$ cat src/rtl/core/plt_pkg.sv
// Shared types, constants and state codes for the polyline length tracker.
package plt_pkg;

    localparam int MAX_POINTS_DEF = 64;

    localparam int CAP_W     = 7;
    localparam int COUNT_O_W = 7;
    localparam int COORD_W   = 16;
    localparam int SEG_W     = 18;
    localparam int LEN_W     = 32;
    localparam int ROOT_W    = 18;
    localparam int SQ_IN_W   = 2 * ROOT_W;
    localparam int ABS_W     = COORD_W;
    localparam int SQ_W      = 2 * ABS_W;

    localparam logic [CAP_W-1:0] CAP_RESET = 7'd64;

    localparam logic ACT_APPEND = 1'b0;
    localparam logic ACT_REMOVE = 1'b1;

    localparam logic [1:0] ST_OK    = 2'd0;
    localparam logic [1:0] ST_FULL  = 2'd1;
    localparam logic [1:0] ST_EMPTY = 2'd2;

    typedef struct packed {
        logic                      action;
        logic signed [COORD_W-1:0] point_x;
        logic signed [COORD_W-1:0] point_y;
    } item_t;

    typedef struct packed {
        logic [1:0]           status;
        logic [COUNT_O_W-1:0] point_count;
        logic                 has_points;
        logic [LEN_W-1:0]     total_length;
    } result_t;

    typedef struct packed {
        logic [COORD_W-1:0] x;
        logic [COORD_W-1:0] y;
        logic [SEG_W-1:0]   seg;
    } entry_t;

    typedef enum logic [2:0] {
        S_IDLE,
        S_FETCH,
        S_SQUARE,
        S_SUM,
        S_ROOT,
        S_DONE
    } state_t;

endpackage

$ cat src/rtl/core/plt_mem.sv
// Point memory: one write port, one registered read port.
module plt_mem
    import plt_pkg::*;
#(
    parameter int DEPTH  = MAX_POINTS_DEF,
    parameter int ADDR_W = $clog2(DEPTH)
)
(
    input  logic              clk,
    input  logic              wr_en,
    input  logic [ADDR_W-1:0] wr_addr,
    input  entry_t            wr_data,
    input  logic              rd_en,
    input  logic [ADDR_W-1:0] rd_addr,
    output entry_t            rd_data
);

    entry_t mem [DEPTH];

    always_ff @(posedge clk)
    begin
        if (wr_en)
        begin
            mem[wr_addr] <= wr_data;
        end
    end

    always_ff @(posedge clk)
    begin
        if (rd_en)
        begin
            rd_data <= mem[rd_addr];
        end
    end

endmodule

$ cat src/rtl/core/plt_sqrt.sv
// Bit-serial truncated integer square root, one result bit per cycle.
module plt_sqrt
    import plt_pkg::*;
(
    input  logic               clk,
    input  logic               rst_n,
    input  logic               start,
    input  logic [SQ_IN_W-1:0] radicand,
    output logic               done,
    output logic [ROOT_W-1:0]  root
);

    localparam int REM_W  = ROOT_W + 2;
    localparam int STEP_W = $clog2(ROOT_W);
    localparam logic [STEP_W-1:0] LAST_STEP = STEP_W'(ROOT_W - 1);

    logic               busy_reg;
    logic               done_reg;
    logic [STEP_W-1:0]  step_reg;
    logic [SQ_IN_W-1:0] rad_reg;
    logic [REM_W-1:0]   rem_reg;
    logic [ROOT_W-1:0]  root_reg;

    logic [REM_W+1:0]   rem_sh;
    logic [REM_W+1:0]   trial;
    logic               fits;
    logic [REM_W+1:0]   rem_diff;

    always_comb
    begin
        rem_sh   = {rem_reg, rad_reg[SQ_IN_W-1 -: 2]};
        trial    = {2'b00, root_reg, 2'b01};
        fits     = rem_sh >= trial;
        rem_diff = fits ? (rem_sh - trial) : rem_sh;
    end

    always_ff @(posedge clk or negedge rst_n)
    begin
        if (!rst_n)
        begin
            busy_reg <= 1'b0;
            done_reg <= 1'b0;
            step_reg <= '0;
        end
        else
        begin
            done_reg <= 1'b0;
            if (start)
            begin
                busy_reg <= 1'b1;
                step_reg <= '0;
            end
            else if (busy_reg)
            begin
                if (step_reg == LAST_STEP)
                begin
                    busy_reg <= 1'b0;
                    done_reg <= 1'b1;
                end
                else
                begin
                    step_reg <= step_reg + 1'b1;
                end
            end
        end
    end

    always_ff @(posedge clk)
    begin
        if (start)
        begin
            rad_reg  <= radicand;
            rem_reg  <= '0;
            root_reg <= '0;
        end
        else if (busy_reg)
        begin
            rad_reg  <= {rad_reg[SQ_IN_W-3:0], 2'b00};
            rem_reg  <= rem_diff[REM_W-1:0];
            root_reg <= {root_reg[ROOT_W-2:0], fits};
        end
    end

    assign done = done_reg;
    assign root = root_reg;

endmodule

$ cat src/rtl/core/polyline_length_tracker.sv
// Polyline length tracker: point list control, length update and result register.
// Append to a non-empty list: read (S_FETCH), square (S_SQUARE), sum (S_SUM), then the
// 18-step bit-serial square root (S_ROOT) and S_DONE. Other items: read (S_FETCH), S_DONE.
// One item is in work at a time; the next is taken while a result waits.
// Reset clears count and length and sets capacity to 64; point memory is not cleared.
module polyline_length_tracker
    import plt_pkg::*;
#(
    parameter int MAX_POINTS = MAX_POINTS_DEF
)
(
    input  logic             clk,
    input  logic             rst_n,
    input  logic             cfg_valid,
    output logic             cfg_ready,
    input  logic [CAP_W-1:0] cfg_capacity,
    input  logic             item_valid,
    output logic             item_stall,
    input  item_t            item,
    output logic             result_valid,
    input  logic             result_stall,
    output result_t          result
);

    localparam int CNT_W  = $clog2(MAX_POINTS + 1);
    localparam int ADDR_W = $clog2(MAX_POINTS);
    localparam int LIM_W  = (CNT_W > CAP_W) ? CNT_W : CAP_W;
    localparam logic [CNT_W-1:0] CNT_MAX = CNT_W'(MAX_POINTS);

    state_t              state_reg;
    state_t              state_next;
    item_t               item_reg;
    logic [CNT_W-1:0]    count_reg;
    logic [LEN_W-1:0]    len_reg;
    logic [CAP_W-1:0]    cap_reg;
    logic [1:0]          status_reg;
    logic [ABS_W-1:0]    ax_reg;
    logic [ABS_W-1:0]    ay_reg;
    logic [SQ_W-1:0]     sqx_reg;
    logic [SQ_W-1:0]     sqy_reg;
    result_t             result_reg;
    logic                result_valid_reg;

    logic                mem_rd_en;
    logic                mem_wr_en;
    entry_t              mem_wr_data;
    entry_t              mem_rd_data;
    logic [CNT_W-1:0]    cnt_m1;
    logic                sq_start;
    logic                sq_done;
    logic [ROOT_W-1:0]   sq_root;
    logic [SQ_IN_W-1:0]  radicand;
    logic                load_result;

    logic [LIM_W-1:0]    cnt_ext;
    logic                is_full;
    logic                is_empty;
    logic                slot_free;
    logic signed [COORD_W:0] dx;
    logic signed [COORD_W:0] dy;
    logic [COORD_W:0]    adx;
    logic [COORD_W:0]    ady;
    logic [LEN_W:0]      len_sum;
    logic [LEN_W-1:0]    seg_ext;

    assign cfg_ready    = 1'b1;
    assign item_stall   = (state_reg != S_IDLE);
    assign result_valid = result_valid_reg;
    assign result       = result_reg;

    always_comb
    begin
        cnt_ext   = LIM_W'(count_reg);
        is_full   = (cnt_ext >= LIM_W'(cap_reg)) || (count_reg == CNT_MAX);
        is_empty  = (count_reg == '0);
        slot_free = !result_valid_reg || !result_stall;
        cnt_m1    = count_reg - 1'b1;

        dx  = $signed({item_reg.point_x[COORD_W-1], item_reg.point_x})
            - $signed({mem_rd_data.x[COORD_W-1], mem_rd_data.x});
        dy  = $signed({item_reg.point_y[COORD_W-1], item_reg.point_y})
            - $signed({mem_rd_data.y[COORD_W-1], mem_rd_data.y});
        adx = dx[COORD_W] ? 17'(-dx) : 17'(dx);
        ady = dy[COORD_W] ? 17'(-dy) : 17'(dy);

        radicand = SQ_IN_W'({1'b0, sqx_reg} + {1'b0, sqy_reg});
        len_sum  = {1'b0, len_reg} + LEN_W'(sq_root);
        seg_ext  = LEN_W'(mem_rd_data.seg);

        mem_wr_data.x   = item_reg.point_x;
        mem_wr_data.y   = item_reg.point_y;
        mem_wr_data.seg = (state_reg == S_ROOT) ? SEG_W'(sq_root) : '0;
    end

    always_ff @(posedge clk or negedge rst_n)
    begin
        if (!rst_n)
        begin
            state_reg <= S_IDLE;
        end
        else
        begin
            state_reg <= state_next;
        end
    end

    always_comb
    begin
        state_next  = state_reg;
        mem_rd_en   = 1'b0;
        mem_wr_en   = 1'b0;
        sq_start    = 1'b0;
        load_result = 1'b0;
        case (state_reg)
            S_IDLE:
            begin
                if (item_valid)
                begin
                    mem_rd_en  = 1'b1;
                    state_next = S_FETCH;
                end
            end
            S_FETCH:
            begin
                if (item_reg.action == ACT_APPEND && !is_full && !is_empty)
                begin
                    state_next = S_SQUARE;
                end
                else
                begin
                    mem_wr_en  = (item_reg.action == ACT_APPEND) && !is_full;
                    state_next = S_DONE;
                end
            end
            S_SQUARE:
            begin
                state_next = S_SUM;
            end
            S_SUM:
            begin
                sq_start   = 1'b1;
                state_next = S_ROOT;
            end
            S_ROOT:
            begin
                if (sq_done)
                begin
                    mem_wr_en  = 1'b1;
                    state_next = S_DONE;
                end
            end
            S_DONE:
            begin
                if (slot_free)
                begin
                    load_result = 1'b1;
                    state_next  = S_IDLE;
                end
            end
            default:
            begin
                state_next = S_IDLE;
            end
        endcase
    end

    always_ff @(posedge clk or negedge rst_n)
    begin
        if (!rst_n)
        begin
            count_reg        <= '0;
            len_reg          <= '0;
            cap_reg          <= CAP_RESET;
            result_valid_reg <= 1'b0;
        end
        else
        begin
            if (cfg_valid && cfg_ready)
            begin
                cap_reg <= cfg_capacity;
            end

            if (state_reg == S_FETCH)
            begin
                if (item_reg.action == ACT_APPEND)
                begin
                    if (!is_full && is_empty)
                    begin
                        count_reg <= count_reg + 1'b1;
                    end
                end
                else if (!is_empty)
                begin
                    count_reg <= cnt_m1;
                    if (cnt_m1 == '0)
                    begin
                        len_reg <= '0;
                    end
                    else
                    begin
                        len_reg <= (len_reg > seg_ext) ? (len_reg - seg_ext) : '0;
                    end
                end
            end

            if (state_reg == S_ROOT && sq_done)
            begin
                count_reg <= count_reg + 1'b1;
                len_reg   <= len_sum[LEN_W] ? '1 : len_sum[LEN_W-1:0];
            end

            if (load_result)
            begin
                result_valid_reg <= 1'b1;
            end
            else if (result_valid_reg && !result_stall)
            begin
                result_valid_reg <= 1'b0;
            end
        end
    end

    always_ff @(posedge clk)
    begin
        if (item_valid && !item_stall)
        begin
            item_reg <= item;
        end

        if (state_reg == S_FETCH)
        begin
            if (item_reg.action == ACT_APPEND && is_full)
            begin
                status_reg <= ST_FULL;
            end
            else if (item_reg.action == ACT_REMOVE && is_empty)
            begin
                status_reg <= ST_EMPTY;
            end
            else
            begin
                status_reg <= ST_OK;
            end
            ax_reg <= adx[ABS_W-1:0];
            ay_reg <= ady[ABS_W-1:0];
        end

        if (state_reg == S_SQUARE)
        begin
            sqx_reg <= ax_reg * ax_reg;
            sqy_reg <= ay_reg * ay_reg;
        end

        if (load_result)
        begin
            result_reg.status       <= status_reg;
            result_reg.point_count  <= cnt_ext[COUNT_O_W-1:0];
            result_reg.has_points   <= !is_empty;
            result_reg.total_length <= len_reg;
        end
    end

    plt_mem #(
        .DEPTH  (MAX_POINTS),
        .ADDR_W (ADDR_W)
    ) u_mem (
        .clk     (clk),
        .wr_en   (mem_wr_en),
        .wr_addr (count_reg[ADDR_W-1:0]),
        .wr_data (mem_wr_data),
        .rd_en   (mem_rd_en),
        .rd_addr (cnt_m1[ADDR_W-1:0]),
        .rd_data (mem_rd_data)
    );

    plt_sqrt u_sqrt (
        .clk      (clk),
        .rst_n    (rst_n),
        .start    (sq_start),
        .radicand (radicand),
        .done     (sq_done),
        .root     (sq_root)
    );

    a_count_bound: assert property (@(posedge clk) disable iff (!rst_n)
        count_reg <= CNT_MAX)
        else $error("point count above memory depth");

    a_empty_len: assert property (@(posedge clk) disable iff (!rst_n)
        (count_reg == '0) |-> (len_reg == '0))
        else $error("nonzero length with empty list");

    a_wr_bound: assert property (@(posedge clk) disable iff (!rst_n)
        mem_wr_en |-> (count_reg < CNT_MAX))
        else $error("point write past memory depth");

    a_root_state: assert property (@(posedge clk) disable iff (!rst_n)
        sq_done |-> (state_reg == S_ROOT))
        else $error("square root finished outside root wait");

    a_sq_result: assert property (@(posedge clk) disable iff (!rst_n)
        sq_start |=> (state_reg == S_ROOT))
        else $error("square root started without wait state");

endmodule

$ cat config.mk
export PLATFORM = sky130hd
export DESIGN_NAME = polyline_length_tracker
export DESIGN_NICKNAME = d
export VERILOG_FILES = /design/src/rtl/core/plt_pkg.sv /design/src/rtl/core/plt_mem.sv /design/src/rtl/core/plt_sqrt.sv /design/src/rtl/core/polyline_length_tracker.sv
export SDC_FILE = /design/constraint.sdc
export NUM_CORES = 2
export LEC_CHECK = 0
export BUFFER_PORTS_ARGS = -buffer_cell sky130_fd_sc_hd__clkbuf_2
export CORE_ASPECT_RATIO = 1.75
export CORE_UTILIZATION = 64
export CTS_BUF_LIST = sky130_fd_sc_hd__clkbuf_4 sky130_fd_sc_hd__clkbuf_8 sky130_fd_sc_hd__clkbuf_16
export DETAILED_ROUTE_END_ITERATION = 6
export PLACE_DENSITY = 0.78
export SLEW_MARGIN = 20
export SYNTH_ARGS = -nofsm -noshare
export SYNTH_HDL_FRONTEND = slang
export SYNTH_SLANG_ARGS = --single-unit
export TNS_END_PERCENT = 30
$ cat constraint.sdc
create_clock -name clk -period 12.5 [get_ports clk]
set_input_delay 2.5 -clock clk [delete_from_list [all_inputs] [get_ports clk]]
set_output_delay 2.5 -clock clk [all_outputs]
set_load 0.05 [all_outputs]
-- Word level (Yosys, flattened, before mapping)
Memories as Yosys holds them, arrays and structs flattened. A register that Yosys moved wholly into a read port is not among the register bits.
Index checks and enable logic that the tools add are counted.
- multiplexer cells: 45
- $lt $le $gt $ge: 3
- multipliers: 2
- equal/unequal tests: 13
- reduce and logical (&&, ||, !) cells: 28
- bitwise gates (word level): 1
- add/subtract/negate cells: 11
- operator list (operator ; count):
    2-to-1 mux 32 bit ; 7
    2-to-1 mux 36 bit ; 2
    multiplier 16 x 16 -> 32 bit ; 2
    2-to-1 mux 7 bit ; 5
    subtractor 16 x 16 -> 17 bit ; 2
    adder 32 x 18 -> 33 bit ; 1
    adder 32 x 32 -> 33 bit ; 1
    greater-than comparator 32 x 18 -> 1 bit ; 1
    2-to-1 mux 16 bit ; 2
    negator 16 bit ; 2
    subtractor 32 x 18 -> 32 bit ; 1
    greater-or-equal comparator 22 x 20 -> 1 bit ; 1
    2-to-1 mux 20 bit ; 1
    subtractor 20 bit ; 1
    2-to-1 mux 18 bit ; 1
    case mux 3 bit (6 select lines) ; 1
    2-to-1 mux 1 bit ; 17
    2-to-1 mux 5 bit ; 3
    logical NOT 7 bit ; 2
    2-to-1 mux 3 bit ; 4
    AND reduction 3 bit ; 3
    logical AND 1 bit ; 8
    nonzero test 2 bit ; 4
    adder 7 x 1 -> 7 bit, second input constant ; 1
    19 further kinds ; 30
- RAM bits: 3200
- word-level logic and storage cells: 127
- memories kept: 1
- bits in registers: 304
- input port bits: 45
- memories (name ; depth ; bits a word ; rd ports ; clocked after memory_dff ; write ports ; line ; RTL):
    u_mem.mem ; 64 ; 50 ; 1 ; 1 ; 1 ; plt_mem.sv:18 ; entry_t mem [DEPTH];

-- Depth between registers and ports, before layout
- depth after elaboration: 9
- depth in mapped cells: 25
- depth with buffers taken out: 24

-- Modules after synthesis
Synthesis repeated with hierarchy kept, for this count alone.
- cells, all modules: 8866
- area total of the unflattened synthesis: 156037.2 um^2
- by module, submodules not included (module ; cells an instance ; times used ; area an instance (um^2)):
    plt_mem ; 5457 ; 1 ; 123450.9
    polyline_length_tracker ; 2982 ; 1 ; 28159.5
    plt_sqrt ; 427 ; 1 ; 4426.7

-- Worst setup path after synthesis
No wires, ideal clock.
- kind: register to register
- start: reg count_reg[0], in the netlist cnt_ext[0]
- end: mem u_mem.mem[5][0] (netlist name) (enable)
- buffers on the path: 6
- setup time: 0.582 ns
- path slack: 3.415 ns
- data arrival time: 8.503 ns
- cell stages (with the launch flop): 18
- data required time: 11.918 ns
- cell sequence: dfrtp_1 > buf_2 > buf_2 > buf_2 > buf_2 > buf_2 > inv_1 > ha_1 > nand2b_1 > a21o_1 > a21o_1 > a21o_1 > a21o_1 > a21o_1 > a2111oi_2 > o21ai_1 > clkbuf_1 > nor4_1
- cells in the longest elaborated chain, start to end: 9
- elaborated cells between the ends (all ways): 12
- those cells by class: 1 x order compare; 1 x eq/ne; 4 x mux; 6 x reduce/logical
- ends and longest elaborated chain (what ; line ; RTL):
    start, declared ; polyline_length_tracker.sv:33 ; logic [CNT_W-1:0] count_reg;
    start signal, assigned ; polyline_length_tracker.sv:189 ; count_reg <= count_reg + 1'b1;
    start signal, assigned ; polyline_length_tracker.sv:194 ; count_reg <= cnt_m1;
    start signal, assigned ; polyline_length_tracker.sv:208 ; count_reg <= count_reg + 1'b1;
    greater-or-equal comparator 7 bit / == test 7 bit (equally long branches) ; polyline_length_tracker.sv:74 ; is_full = (cnt_ext >= LIM_W'(cap_reg)) || (count_reg == CNT_MAX);
    logical OR 1 bit ; polyline_length_tracker.sv:74 ;
    logical NOT 1 bit ; polyline_length_tracker.sv:125, polyline_length_tracker.sv:131 ;
    logical AND 1 bit ; polyline_length_tracker.sv:125, polyline_length_tracker.sv:131 ;
    logical AND 1 bit ; polyline_length_tracker.sv:125 ; if (item_reg.action == ACT_APPEND && !is_full && !is_empty)
    2-to-1 mux 1 bit ; polyline_length_tracker.sv:125 ;
    case mux 1 bit (2 select lines) ; polyline_length_tracker.sv:114 ; case (state_reg)
    2-to-1 mux 1 bit ; plt_mem.sv:22 ; if (wr_en)
    2-to-1 mux 1 bit (implied by the code) ; plt_mem.sv:24 ; mem[wr_addr] <= wr_data;
    end, declared ; plt_mem.sv:18 ;
Parallel ways exist; a longest one is shown, timed or not.

-- Worst setup path after layout
- start: reg ax_reg[5]
- end: reg sqx_reg[30] (data pin)
- cells in the longest elaborated chain, start to end: 1
- ends and longest elaborated chain (what ; line ; RTL):
    start, declared ; polyline_length_tracker.sv:37 ; logic [ABS_W-1:0] ax_reg;
    start signal, assigned ; polyline_length_tracker.sv:244 ; ax_reg <= adx[ABS_W-1:0];
    multiplier 16 x 16 -> 32 bit ; polyline_length_tracker.sv:250 ; sqx_reg <= ax_reg * ax_reg;
    end signal, assigned ; polyline_length_tracker.sv:250 ;
    end, declared ; polyline_length_tracker.sv:39 ; logic [SQ_W-1:0] sqx_reg;
No other way between the ends.
A chain may end at the register's enable or synchronous reset.

==> metrics.txt <==
outcome=complete, but fails checks; failing checks=DRC; reg2reg end=sqx_reg[30]; fin crit period=7.519 ns; Setup violations, final=0; initial core utilization=64.31%; Vias/cell=7.128; Core ar.=241,900 µm²; nets=9,440; unrepaired setup endpoints after global routing=false; post-synth top area cell=edfxtp_1; Seq/Total Area, Yosys=68.13%; CTS Buf Count=307; syn nets=9,197; post-CTS setup buffer count=0; DRT Pass-1 Iters=7; flops & latches, synth=3,552; Min-Delay Path Class=reg2reg; vias=86,350; # hold bufs at CTS=0; Setup CP Type=reg2reg; Post-synth EDFFs=3,457; Cell Area, Synth=155,600 µm²; Worst EP arrival=8.14 ns; Bufs on Longest Clock Path=4; Reg clk slew, reported paths=0.06 ns; r2r worst-path depth=22; layout cells sized above 1=21.40%; total global-route track usage=36.31%; root buffer cell=clkbuf_16; CTS tree=built; final WL=440.8 mm; CP endpoint=sqx_reg[30]; synthesized area per cell=18.33 µm²; antenna violations before repair=8; Worst EP required=13.12 ns; number of global-route vias before repair=89,000; share of the synthesized area in the top cell type=66.73%; Cell variety after synth=102; yosys warns=0; Core Rows=239; largest fanout on the critical path=17; max_cap viols=0; Die Area=245,100 µm²; Final ANT Viol Nets=0; port bufs=88; Hold Violations, Final=0; crit end category=flop; largest net degree at the start of global routing=161; Final Skew=0.05694 ns; Hold Path Cell Cnt=0; reg-to-reg startpoint=ax_reg[5]; die width=374.7 µm; worst rel slew slack=19.45%; Die Y=654.2 µm; first-pass GRT wire length=621.7 mm; Worst-Margin Slew=1.208 ns; routed length per placed instance=36.38 µm; overflow left after global routing=0; async set-reset flop share out of synthesis=1.605%; area grow syn2layout=10.03%; Fill cells=13,990; final count of pins violating max slew=0; HP Start=status_reg[1]; drt drc=3; crit path launch=ax_reg[5]; placer congestion estimate=0.9353; Resize count post-CTS=0; Final period util=60.15%; CTS H-tree lvls=5; worst skew pair latency=0.90 ns; Main synth FF type=edfxtp_1; Clock Sinks=3,552; final setup TNS=0 ns; top cells by area, synth=edfxtp_1 67%, mux4_2 14%, fa_1 4.2%, ha_1 2.7%, inv_1 1.5%; startpoint type of the worst setup path=flop; DRT iter0 DRCs=11,780; IO Pins=90; Post-Syn Instances=8,487; DP Wirelength=241.9 mm; fmax=133.0 MHz; flop-to-flop setup slack=4.98 ns; max reg flops=3,200
==> per-layer routing <==
metal,track usage (%),up-vias,share of wire [%]
met2,61.71,6895,51
met1,41.05,43890,30
li1,-,33680,-
met3,7.264,1872,11
met4,26.22,6,8.8
met5,0,-,0.0093
==> how the worst min path moves through the flow <==
stage	to	slack, ns
after detailed placement	result[41]	0.41
after CTS	result[41]	0.42
after floorplan	result[40]	0.40
after global routing	result[41]	0.43
after global placement	result[40]	0.41
final	result[41]	0.42
==> synthesized netlist by cell type (12+ instances only) <==
cell type,number
o21bai_1,22
dfrtp_1,56
a32oi_1,42
nor2_1,214
a221o_1,12
nand3_1,97
xor2_1,70
o211ai_1,14
dfxtp_1,38
mux2i_1,75
nand2_1,537
nand2b_1,32
edfxtp_1,3457
a311oi_1,17
and2_1,120
nor2b_1,21
inv_1,641
o21a_1,28
o22ai_1,55
clkbuf_1,264
a211oi_1,29
fa_1,328
a21oi_1,172
o21ai_0,133
a31oi_1,61
mux4_2,942
or3_1,29
a21o_1,63
nor4_1,18
nand4_1,19
ha_1,337
o21ai_1,16
and3_1,33
buf_1,52
buf_2,59
xnor2_1,117
o31ai_1,13
or2_2,17
nor3_1,65
==> worst max-delay path, stage by stage, from the launching register on <==
cell,delay (ns)
edfxtp_1,0.89
and2_1,0.27
inv_1,0.06
fa_1,0.47
inv_1,0.05
fa_1,0.49
inv_1,0.06
fa_1,0.53
inv_1,0.05
fa_1,0.45
fa_1,0.50
inv_1,0.05
fa_1,0.47
inv_1,0.05
ha_1,0.34
a21oi_1,0.16
o21bai_1,0.08
a2111oi_1,0.59
o31ai_1,0.32
o311ai_0,0.56
o21ai_0,0.33
a311oi_1,0.38
xnor2_1,0.10
==> logic make-up after synthesis <==
group	count (synthesis)	synth area share (%)
adder cells (fa/ha/maj)	665	6.931
multiplexers	1025	14.18
other	1	0.002410
flip-flops	3552	68.13
XOR/XNOR	189	1.081
AND/OR/NAND/NOR	1244	3.723
buffers and inverters	1023	2.533
AO/OA/AOI/OAI	788	3.421
==> final cells by class <==
class,count,area (µm²),area share [%]
Antenna cell,6,15.01,0.008771
Clock buffer,363,8268,4.830
Clock inverter,191,2006,1.172
Inverter,642,2410,1.408
Multi-Input combinational cell,3912,46230,27.01
Sequential cell,3552,106000,61.93
Tap cell,3133,3920,2.290
Timing Repair Buffer,315,2325,1.358
==> stage by stage <==
step                      util (%)  instance area (µm²)  cells  worst slack, ns  hold WS (ns)
after CTS                    70.72               171100  12110            5.007        0.4196
after detailed placement     66.47               160800  11550            5.067        0.4054
after global routing         70.75               171200  12110            4.560        0.4324
after floorplan                  -               155600   8487            3.415        0.4003
final                        70.76               171200  12110            4.981        0.4213
after global placement       66.46               160800  11550            5.019        0.4069
==> placed cells by master, fill, tap and decap left out, types with 104 or more instances in the layout <==
master	n
edfxtp_1	3457
ha_1	336
buf_4	213
mux4_2	942
fa_1	328
inv_1	641
nor2_1	175
nand2_1	535
and2_1	104
a21oi_1	171
o21ai_0	132
xnor2_1	112
clkbuf_16	315
Power is left out: the tool's default activity adds up to more than one toggle a clock period on the data nets, which glitch-free logic cannot reach.
